<file path="config.mk">
export PLATFORM = sky130hd
export DESIGN_NAME = bdtw_ctrl
export DESIGN_NICKNAME = d
export VERILOG_FILES = /design/src/bdtw_pkg.sv /design/src/bdtw_ctrl.sv
export SDC_FILE = /design/constraint.sdc
export NUM_CORES = 1
export LEC_CHECK = 0
export ABC_CLOCK_PERIOD_IN_PS = 2900
export BUFFER_PORTS_ARGS = -buffer_cell sky130_fd_sc_hd__buf_4
export CORE_ASPECT_RATIO = 1.2
export CORE_MARGIN = 1
export CORE_UTILIZATION = 60
export CTS_BUF_LIST = sky130_fd_sc_hd__clkbuf_4
export CTS_CLUSTER_DIAMETER = 60
export DETAILED_ROUTE_END_ITERATION = 16
export PLACE_DENSITY = 0.92
export RECOVER_POWER = 100
export SLEW_MARGIN = 20
export SYNTH_ARGS = -nofsm -noshare
export SYNTH_HDL_FRONTEND = slang
export SYNTH_SLANG_ARGS = --single-unit
</file>
<file path="constraint.sdc">
create_clock -name i_clk -period 2.9 [get_ports i_clk]
set_clock_uncertainty 0.05 [all_clocks]
set_input_delay 0.145 -clock i_clk [delete_from_list [all_inputs] [get_ports i_clk]]
set_output_delay 0.145 -clock i_clk [all_outputs]
set_load 0.02 [all_outputs]
</file>
<file path="src/bdtw_pkg.sv">
// Shared constants, codes and types of the banded DTW distance block.
`default_nettype none

package bdtw_pkg;

    // Size of the reference store and the longest query.
    localparam int MAX_REF_LEN   = 256;
    localparam int MAX_QUERY_LEN = 4096;

    // Derived widths.
    localparam int REF_AW = $clog2(MAX_REF_LEN);
    localparam int COL_W  = $clog2(MAX_REF_LEN + 1);
    localparam int QPOS_W = $clog2(MAX_QUERY_LEN + 1);

    // Field widths.
    localparam int SAMPLE_W   = 16;
    localparam int INDEX_W    = 8;
    localparam int LEN_W      = 9;
    localparam int BAND_W     = 13;
    localparam int DIST_W     = 31;
    localparam int STATUS_W   = 2;
    localparam int CFG_IDX_W  = 1;
    localparam int CFG_DATA_W = 13;

    // Width of the band window sums (column plus half width, row plus half width).
    localparam int BAND_SUM_W = ((QPOS_W > BAND_W) ? QPOS_W : BAND_W) + 1;

    // Saturating cost value that marks an unreachable cell.
    localparam logic [DIST_W-1:0] COST_SENTINEL = '1;

    // Item function codes.
    localparam logic FUNC_LOAD  = 1'b0;
    localparam logic FUNC_QUERY = 1'b1;

    // Result status codes.
    localparam logic [STATUS_W-1:0] ST_OK       = 2'd0;
    localparam logic [STATUS_W-1:0] ST_EMPTY    = 2'd1;
    localparam logic [STATUS_W-1:0] ST_OVERLONG = 2'd2;

    // Configuration register indexes.
    localparam logic [CFG_IDX_W-1:0] CFG_REF_LENGTH = 1'd0;
    localparam logic [CFG_IDX_W-1:0] CFG_BAND_WIDTH = 1'd1;

    // Commands from the controller to the datapath.
    typedef struct packed {
        logic                load_we;
        logic                query;
        logic                issue;
        logic [COL_W-1:0]    col;
        logic [QPOS_W-1:0]   row;
        logic                emit;
        logic [STATUS_W-1:0] status;
    } t_dp_cmd;

    // Status from the datapath to the controller.
    typedef struct packed {
        logic len_zero;
    } t_dp_status;

endpackage

`default_nettype wire

</file>
<file path="src/bdtw_ctrl.sv">
// Controller of the banded DTW distance block: item sequencing and row sweep.
`default_nettype none

module bdtw_ctrl import bdtw_pkg::*; (
    input  wire logic       i_clk,
    input  wire logic       i_rst_n,
    input  wire logic       i_in_valid,
    input  wire logic       i_in_func,
    input  wire logic       i_in_last,
    output logic            o_in_ready,
    input  wire logic       i_out_ready,
    output logic            o_out_valid,
    input  wire t_dp_status i_status,
    output t_dp_cmd         o_cmd
);

    localparam logic [1:0] S_IDLE   = 2'd0;
    localparam logic [1:0] S_SWEEP  = 2'd1;
    localparam logic [1:0] S_DRAIN  = 2'd2;
    localparam logic [1:0] S_FINISH = 2'd3;

    logic [1:0]        r_state,     n_state;
    logic [COL_W-1:0]  r_col,       n_col;
    logic              r_drain,     n_drain;
    logic [QPOS_W-1:0] r_qpos,      n_qpos;
    logic              r_overlong,  n_overlong;
    logic              r_last,      n_last;
    logic              r_out_valid, n_out_valid;

    always_comb begin
        n_state    = r_state;
        n_col      = r_col;
        n_drain    = r_drain;
        n_qpos     = r_qpos;
        n_overlong = r_overlong;
        n_last     = r_last;
        o_cmd      = '0;
        o_cmd.col  = r_col;
        o_cmd.row  = r_qpos;

        unique case (r_state)
            S_IDLE: begin
                if (i_in_valid) begin
                    if (i_in_func == FUNC_LOAD) begin
                        o_cmd.load_we = 1'b1;
                    end else begin
                        o_cmd.query = 1'b1;
                        n_last      = i_in_last;
                        if (r_qpos >= QPOS_W'(MAX_QUERY_LEN)) begin
                            // The row is left as it is; only the flag records the sample.
                            n_overlong = 1'b1;
                            if (i_in_last) begin
                                n_state = S_FINISH;
                            end
                        end else begin
                            n_qpos    = r_qpos + QPOS_W'(1);
                            o_cmd.row = n_qpos;
                            n_col     = COL_W'(1);
                            n_state   = S_SWEEP;
                        end
                    end
                end
            end
            S_SWEEP: begin
                o_cmd.issue = 1'b1;
                if (r_col == COL_W'(MAX_REF_LEN)) begin
                    n_drain = 1'b0;
                    n_state = S_DRAIN;
                end else begin
                    n_col = r_col + COL_W'(1);
                end
            end
            S_DRAIN: begin
                n_drain = 1'b1;
                if (r_drain) begin
                    n_state = r_last ? S_FINISH : S_IDLE;
                end
            end
            S_FINISH: begin
                if (!r_out_valid || i_out_ready) begin
                    o_cmd.emit = 1'b1;
                    if (i_status.len_zero) begin
                        o_cmd.status = ST_EMPTY;
                    end else if (r_overlong) begin
                        o_cmd.status = ST_OVERLONG;
                    end else begin
                        o_cmd.status = ST_OK;
                    end
                    n_qpos     = '0;
                    n_overlong = 1'b0;
                    n_state    = S_IDLE;
                end
            end
            default: begin
                n_state = S_IDLE;
            end
        endcase

        n_out_valid = o_cmd.emit | (r_out_valid & ~i_out_ready);
    end

    always_ff @(posedge i_clk) begin
        if (!i_rst_n) begin
            r_state     <= S_IDLE;
            r_col       <= '0;
            r_drain     <= 1'b0;
            r_qpos      <= '0;
            r_overlong  <= 1'b0;
            r_last      <= 1'b0;
            r_out_valid <= 1'b0;
        end else begin
            r_state     <= n_state;
            r_col       <= n_col;
            r_drain     <= n_drain;
            r_qpos      <= n_qpos;
            r_overlong  <= n_overlong;
            r_last      <= n_last;
            r_out_valid <= n_out_valid;
        end
    end

    assign o_in_ready  = (r_state == S_IDLE);
    assign o_out_valid = r_out_valid;

endmodule

`default_nettype wire

</file>
==> flow_metrics.env, run 1 <==
export IMPL_fp_row_count=20
export IMPL_cts_tree="yes"
export IMPL_worstSetupPathType="reg -> out"
export IMPL_worstHoldPathCells=3
export IMPL_clock_latency_ns=0.32
export IMPL_hold_class="in -> reg"
export IMPL_fin_ws_ns=0.335
export IMPL_maxSlewViolCount=0
export IMPL_synth_edf_count=0
export IMPL_vias=1708
export IMPL_finalWirelength_um=3890
export IMPL_start_util_pct=65.5
export IMPL_critPathArrivalTime_ns=2.37
export IMPL_die_width_um=50.7
export IMPL_synth_commonest_cells="dfxtp_1, nand2_1, a21oi_1, nand3_1, nor2_1"
export IMPL_p_seq_share_pct=57.7
export IMPL_period_share_pct=88.4
export IMPL_rsz0062_at_grt="false"
export IMPL_yosysTopAreaCell="dfxtp_1"
export IMPL_place_area_um2=1950
export IMPL_clock_sinks=28
export IMPL_cts_hold_buf=0
export IMPL_switching_share_pct=31.4
export IMPL_clkPwrFrac_pct=22.2
export IMPL_hold_viol=0
export IMPL_gr_usage_all_layers_pct=26.8
export IMPL_grt_max_degree=17
export IMPL_die_area_um2=3060
export IMPL_power_switching_uw=224
export IMPL_worstHoldEndpoint="r_last$_SDFFE_PN0P_"
export IMPL_tightestPinTransition_ns=0.647
export IMPL_start_kind="flop"
export IMPL_drt_initial_drc_count=76
export IMPL_stdcell_area_um2=1880
export IMPL_gp_congestion=0.836
export IMPL_power_leakage_nw=0.730
export IMPL_core_area_um2=2600
export IMPL_numCtsBuffers=3
export IMPL_reg2reg_to="r_qpos[10]$_SDFFE_PN0P_"
export IMPL_internal_power_uw=489
export IMPL_final_nets=250
export IMPL_dieHeight_um=60.4
export IMPL_ant_nets=0
export IMPL_synth_area_leaders="dfxtp_1, nand2_1, a21oi_1, nand3_1, o31ai_1"
export IMPL_maxCapViolations=0
export IMPL_post_synth_top_count_cell="dfxtp_1"
export IMPL_drive_above_1_share_pct=10.5
export IMPL_drc=0
export IMPL_root_buffer="clkbuf_4"
export IMPL_min_period_ns=2.56
export IMPL_grt_pass1_vias=1512
export IMPL_antennaDiodeCount=0
export IMPL_grt_pass1_wl_um=6380
export IMPL_dominantRegCellSynth="dfxtp_1"
export IMPL_max_freq_mhz=390
export IMPL_htreeDepth=1
export IMPL_worstPathMaxFanout=15
export IMPL_synth_top_area_share_pct=32.9
export IMPL_antenna_found_initial=0
export IMPL_cts_resized=0
export IMPL_min_from="i_in_last"
export IMPL_ir_worst_vdd_mv=0.356
export IMPL_synth_area_um2=1700
export IMPL_syn_num_nets=221
export IMPL_power_uw=713
export IMPL_post_cts_buffers=0
export IMPL_clk_pin_slew_worst_paths_ns=0.14
export IMPL_relSlewSlack_pct=56.9
export IMPL_end_kind="output pin"
export IMPL_place_ws_ns=0.824
export IMPL_syn_avg_cell_area_um2=8.11
export IMPL_ff2ff_setup_slack_ns=0.77
export IMPL_ys_seq_elements=28
export IMPL_ys_seq_area_share_pct=32.9
export IMPL_power_frac_comb_pct=20.1
export IMPL_vias_per_cell=6.33
export IMPL_run_status="finished, final reports clean"
export IMPL_yosysWarnings=0
export IMPL_ys_async_sr_fraction_pct=0
export IMPL_finalSetupViolCount=0
export IMPL_clockBufferDepth=2
export IMPL_rr_startpoint="r_state[1]$_SDFFE_PN0P_"
export IMPL_io_buffers=36
export IMPL_worstPathRequired_ns=2.71
export IMPL_r2r_cells=5
export IMPL_wire_per_inst_um=14.4
export IMPL_ioPinCount=37
export IMPL_syn_to_final_growth_pct=10.2
export IMPL_firstDrtPassIters=6
export IMPL_setup_tns_ns=0
export IMPL_hpwl_um=2900
export IMPL_synthDistinctLibCells=50
export IMPL_grt_overflow=0
export IMPL_syn_instance_count=210
export IMPL_power_per_cell_area_nw_per_um2=379
[critical path, cell delays in order, from the launching register on]
cell	delay (ns)
dfxtp_1	0.43
or2_0	0.48
inv_2	0.30
nand3_1	0.23
nor3_1	0.29
xor2_1	0.17
buf_4	0.15
[cells in the final DEF, fill, tap and decap left out, drive strengths merged, types with 3 or more instances in the layout]
cell type,instances
a21oi,16
a311oi,3
a31oi,4
and3,3
buf,13
clkbuf,26
dfxtp,28
ha,4
inv,8
nand2,23
nand3,16
nand4,5
nor2,10
nor2b,5
nor3,3
o211a,5
o21ai,9
o31ai,8
or4,5
xnor2,5
xor2,6
[sequential cells by signal, summed over array words and instances, names as in the netlist]
| signal | flops |
|---|---|
| r_qpos | 13 |
| r_overlong | 1 |
| r_state | 2 |
| r_col | 9 |
| r_last | 1 |
| o_out_valid | 1 |
| r_drain | 1 |
[power by group through the flow]
stage          Combinational (mW)  Clock [mW]  Sequential, mW
3_3_place_gp                0.149           0           0.418
5_1_grt                     0.159       0.180           0.414
2_1_floorplan               0.110           0           0.414
6_report                    0.143       0.158           0.411
4_1_cts                     0.154       0.161           0.411
3_5_place_dp                0.153           0           0.419
[cells by family (layout without fill, tap and decap cells)]
kind of cell / after synthesis / in the layout / synth area share, %
AOI/OAI and AO/OA: 56 / 56 / 22.9
DFF: 28 / 28 / 32.9
and+or+nand+nor: 88 / 88 / 28.5
muxes: 2 / 2 / 1.17
adders and majority gates: 4 / 4 / 2.94
xor gates and xnor gates: 11 / 11 / 5.65
buffers and inverters: 21 / 48 / 5.95
[cell type report]
cell class	instances	area [um^2]
Timing Repair Buffer	36	184
Tap cell	33	41.3
Sequential cell	28	561
Inverter	9	33.8
Clock buffer	3	22.5
Multi-Input combinational cell	161	1040
Fill cell	256	724
[metal layers]
layer | global-route usage (%) | routed length, um | vias up
li1 | - | - | 831
met1 | 30.7 | 1620 | 813
met2 | 52.0 | 2050 | 60
met3 | 3.01 | 193 | 4
met4 | 8.73 | 28 | 0
met5 | 0 | 0 | -
[metrics by stage]
| stage | hold WS, ns | util, % | instances |
|---|---|---|---|
| 5_1_grt | 0.0504 | 72.2 | 270 |
| 3_5_place_dp | 0.376 | 74.9 | 267 |
| 4_1_cts | 0.0235 | 75.7 | 270 |
| 2_1_floorplan | 0.231 | - | 210 |
| 3_3_place_gp | 0.367 | 74.9 | 267 |
| 6_report | 0.0294 | 72.2 | 270 |
[how the worst max path moves through the flow]
stage                                 end                    start  depth (start not counted)  slack (ns)
floorplan           r_col[3]$_SDFFE_PN0P_    r_col[0]$_SDFFE_PN0P_                          7        0.93
global placement                o_cmd[11]  r_state[1]$_SDFFE_PN0P_                          6        0.87
detailed placement              o_cmd[13]  r_state[1]$_SDFFE_PN0P_                          6        0.82
CTS                             o_cmd[13]  r_state[1]$_SDFFE_PN0P_                          6        0.45
global route                    o_cmd[13]  r_state[1]$_SDFFE_PN0P_                          6        0.14
finish                          o_cmd[13]  r_state[1]$_SDFFE_PN0P_                          6        0.34
Note: power is estimated with default switching activity, not from simulation.
==> run 2, diff against run 1 <==
--- a/config.mk
+++ b/config.mk
@@ -7,10 +7,10 @@
 export LEC_CHECK = 0
 export ABC_CLOCK_PERIOD_IN_PS = 2900
 export BUFFER_PORTS_ARGS = -buffer_cell sky130_fd_sc_hd__buf_4
-export CORE_ASPECT_RATIO = 1.2
+export CORE_ASPECT_RATIO = 0.7
 export CORE_MARGIN = 1
 export CORE_UTILIZATION = 60
-export CTS_BUF_LIST = sky130_fd_sc_hd__clkbuf_4
+export CTS_BUF_LIST = sky130_fd_sc_hd__clkbuf_4 sky130_fd_sc_hd__clkbuf_8
 export CTS_CLUSTER_DIAMETER = 60
 export DETAILED_ROUTE_END_ITERATION = 16
 export PLACE_DENSITY = 0.92
==> constraint.sdc (replaced) <==
create_clock -name i_clk -period 2.9 [get_ports i_clk]
set_clock_uncertainty 0.05 [all_clocks]
set_input_delay 0.145 -clock i_clk [delete_from_list [all_inputs] [get_ports i_clk]]
set_output_delay 0.145 -clock i_clk [all_outputs]
set_load 0.005 [all_outputs]
==> run 2 against run 1 <==
Against the previous run:
- count of clock-buffer cells in the layout grew 1
- final cell count grew 0.74%
- fmax grew 1.5%
- register-to-register slack is essentially flat
- clock power grew 56%
- combinational power is essentially flat
- cell area grew 5.9%
- via count grew 3.3%
- sequential power is essentially flat
- first-iteration DRC count grew 130%
- critical endpoint unchanged
- highest routed layer unchanged
==> flow_metrics.env, run 2 (same netlist as run 1, synthesis figures left out) <==
export IMPL_clk_pin_slew_worst_paths_ns=0.10
export IMPL_cts_hold_buf=0
export IMPL_maxCapViolations=0
export IMPL_start_kind="flop"
export IMPL_gr_usage_met3_pct=6.68
export IMPL_core_area_um2=2570
export IMPL_met2_usage_pct=45.1
export IMPL_use_met1_pct=43.0
export IMPL_final_common_cell="dfxtp_1"
export IMPL_min_period_ns=2.53
export IMPL_setup_tns_ns=0
export IMPL_hold_class="in -> reg"
export IMPL_firstDrtPassIters=5
export IMPL_gr_max_usage_layer="met2"
export IMPL_drc=0
export IMPL_ioPinCount=37
export IMPL_max_freq_mhz=396
export IMPL_ant_nets=0
export IMPL_relSlewSlack_pct=61.2
export IMPL_drt_initial_drc_count=178
export IMPL_final_cell_mix="dfxtp_1, clkbuf_4, nand2_1"
export IMPL_critPathArrivalTime_ns=2.33
export IMPL_ir_worst_vdd_mv=0.325
export IMPL_grt_pass1_wl_um=6800
export IMPL_largest_reg_flops=13
export IMPL_cts_resized=0
export IMPL_cts_tree="yes"
export IMPL_finalSetupViolCount=0
export IMPL_largestRegisters="r_qpos x13, r_col x9, r_state x2"
export IMPL_end_kind="output pin"
export IMPL_largest_register="r_qpos"
export IMPL_finalWirelength_um=4370
export IMPL_vias_per_cell=6.49
export IMPL_gr_usage_all_layers_pct=30.1
export IMPL_die_width_um=65.7
export IMPL_antennaDiodeCount=0
export IMPL_power_per_cell_area_nw_per_um2=403
export IMPL_syn_to_final_growth_pct=16.7
export IMPL_antenna_found_initial=0
export IMPL_fp_row_count=15
export IMPL_power_uw=801
export IMPL_tightestPinTransition_ns=0.577
export IMPL_fillCellCount=190
export IMPL_run_status="finished, final reports clean"
export IMPL_die_area_um2=3060
export IMPL_drive_above_1_share_pct=19.7
export IMPL_dieHeight_um=46.6
export IMPL_io_buffers=36
export IMPL_rsz0062_at_grt="false"
export IMPL_clock_latency_ns=0.28
export IMPL_multi_input_area_um2=1030
export IMPL_grt_pass1_vias=1406
export IMPL_power_leakage_nw=0.824
export IMPL_gp_congestion=0.837
export IMPL_final_nets=250
export IMPL_worstSetupPathType="reg -> out"
export IMPL_whs_ns=0.0786
export IMPL_maxSlewViolCount=0
export IMPL_post_cts_buffers=0
export IMPL_hold_viol=0
export IMPL_worstPathMaxFanout=15
export IMPL_clock_sinks=28
export IMPL_start_util_pct=66.3
export IMPL_root_buffer="clkbuf_8"
export IMPL_grt_overflow=0
export IMPL_vias=1764
export IMPL_hpwl_um=3050
export IMPL_worstPathRequired_ns=2.71
export IMPL_wire_per_inst_um=16.1
export IMPL_numCtsBuffers=3
export IMPL_htreeDepth=1
export IMPL_grt_max_degree=17
export IMPL_final_seq_area_um2=561
export IMPL_clockBufferDepth=2
export IMPL_period_share_pct=87.1
## run 2: through the flow
step,instance area [um^2],util [%],worst slack (ns),std cells
2_1_floorplan,1700,-,1.07,210
3_3_place_gp,1950,75.8,0.842,268
3_5_place_dp,1950,75.8,0.790,268
4_1_cts,2000,78.0,0.441,272
5_1_grt,1990,77.4,0.227,272
6_report,1990,77.4,0.374,272
## run 2: path summary, 6_finish.rpt
path / end / slack (ns) / from / cells after the start
worst max-delay path: o_cmd[13] / 0.37 / r_state[1]$_SDFFE_PN0P_ / 6
worst min-delay path: r_last$_SDFFE_PN0P_ / 0.08 / i_in_last / 3
worst min register to register: r_qpos[9]$_SDFFE_PN0P_ / 0.45 / r_qpos[9]$_SDFFE_PN0P_ / 2
worst max register to register: r_col[0]$_SDFFE_PN0P_ / 0.78 / r_col[0]$_SDFFE_PN0P_ / 6
## run 2: power by group
part,switching (mW),leakage [nW],internal (mW)
logic,0.0884,0.569,0.0540
registers,0.0173,0.226,0.394
clock network,0.126,0.0288,0.122
## run 2: layout make-up
| cell class | count | share of cell area [%] |
|---|---|---|
| multi-input cells | 161 | 51.8 |
| repair buffers | 36 | 13.4 |
| inverters | 9 | 1.70 |
| well taps | 34 | 2.14 |
| clock buffers | 4 | 2.77 |
| flip-flops and latches | 28 | 28.2 |
## run 2: worst max-delay path, cell delays in order (launching register included)
cell	delay, ns
dfxtp_1	0.43
or2_1	0.43
inv_2	0.28
nand3_1	0.25
nor3_1	0.35
xor2_1	0.17
clkbuf_4	0.14
## run 2: per-layer routing
| layer | share of wire [%] | vias up |
|---|---|---|
| met5 | 0 | - |
| met4 | 2.5 | 0 |
| li1 | - | 839 |
| met3 | 8.7 | 22 |
| met2 | 40 | 112 |
| met1 | 49 | 791 |
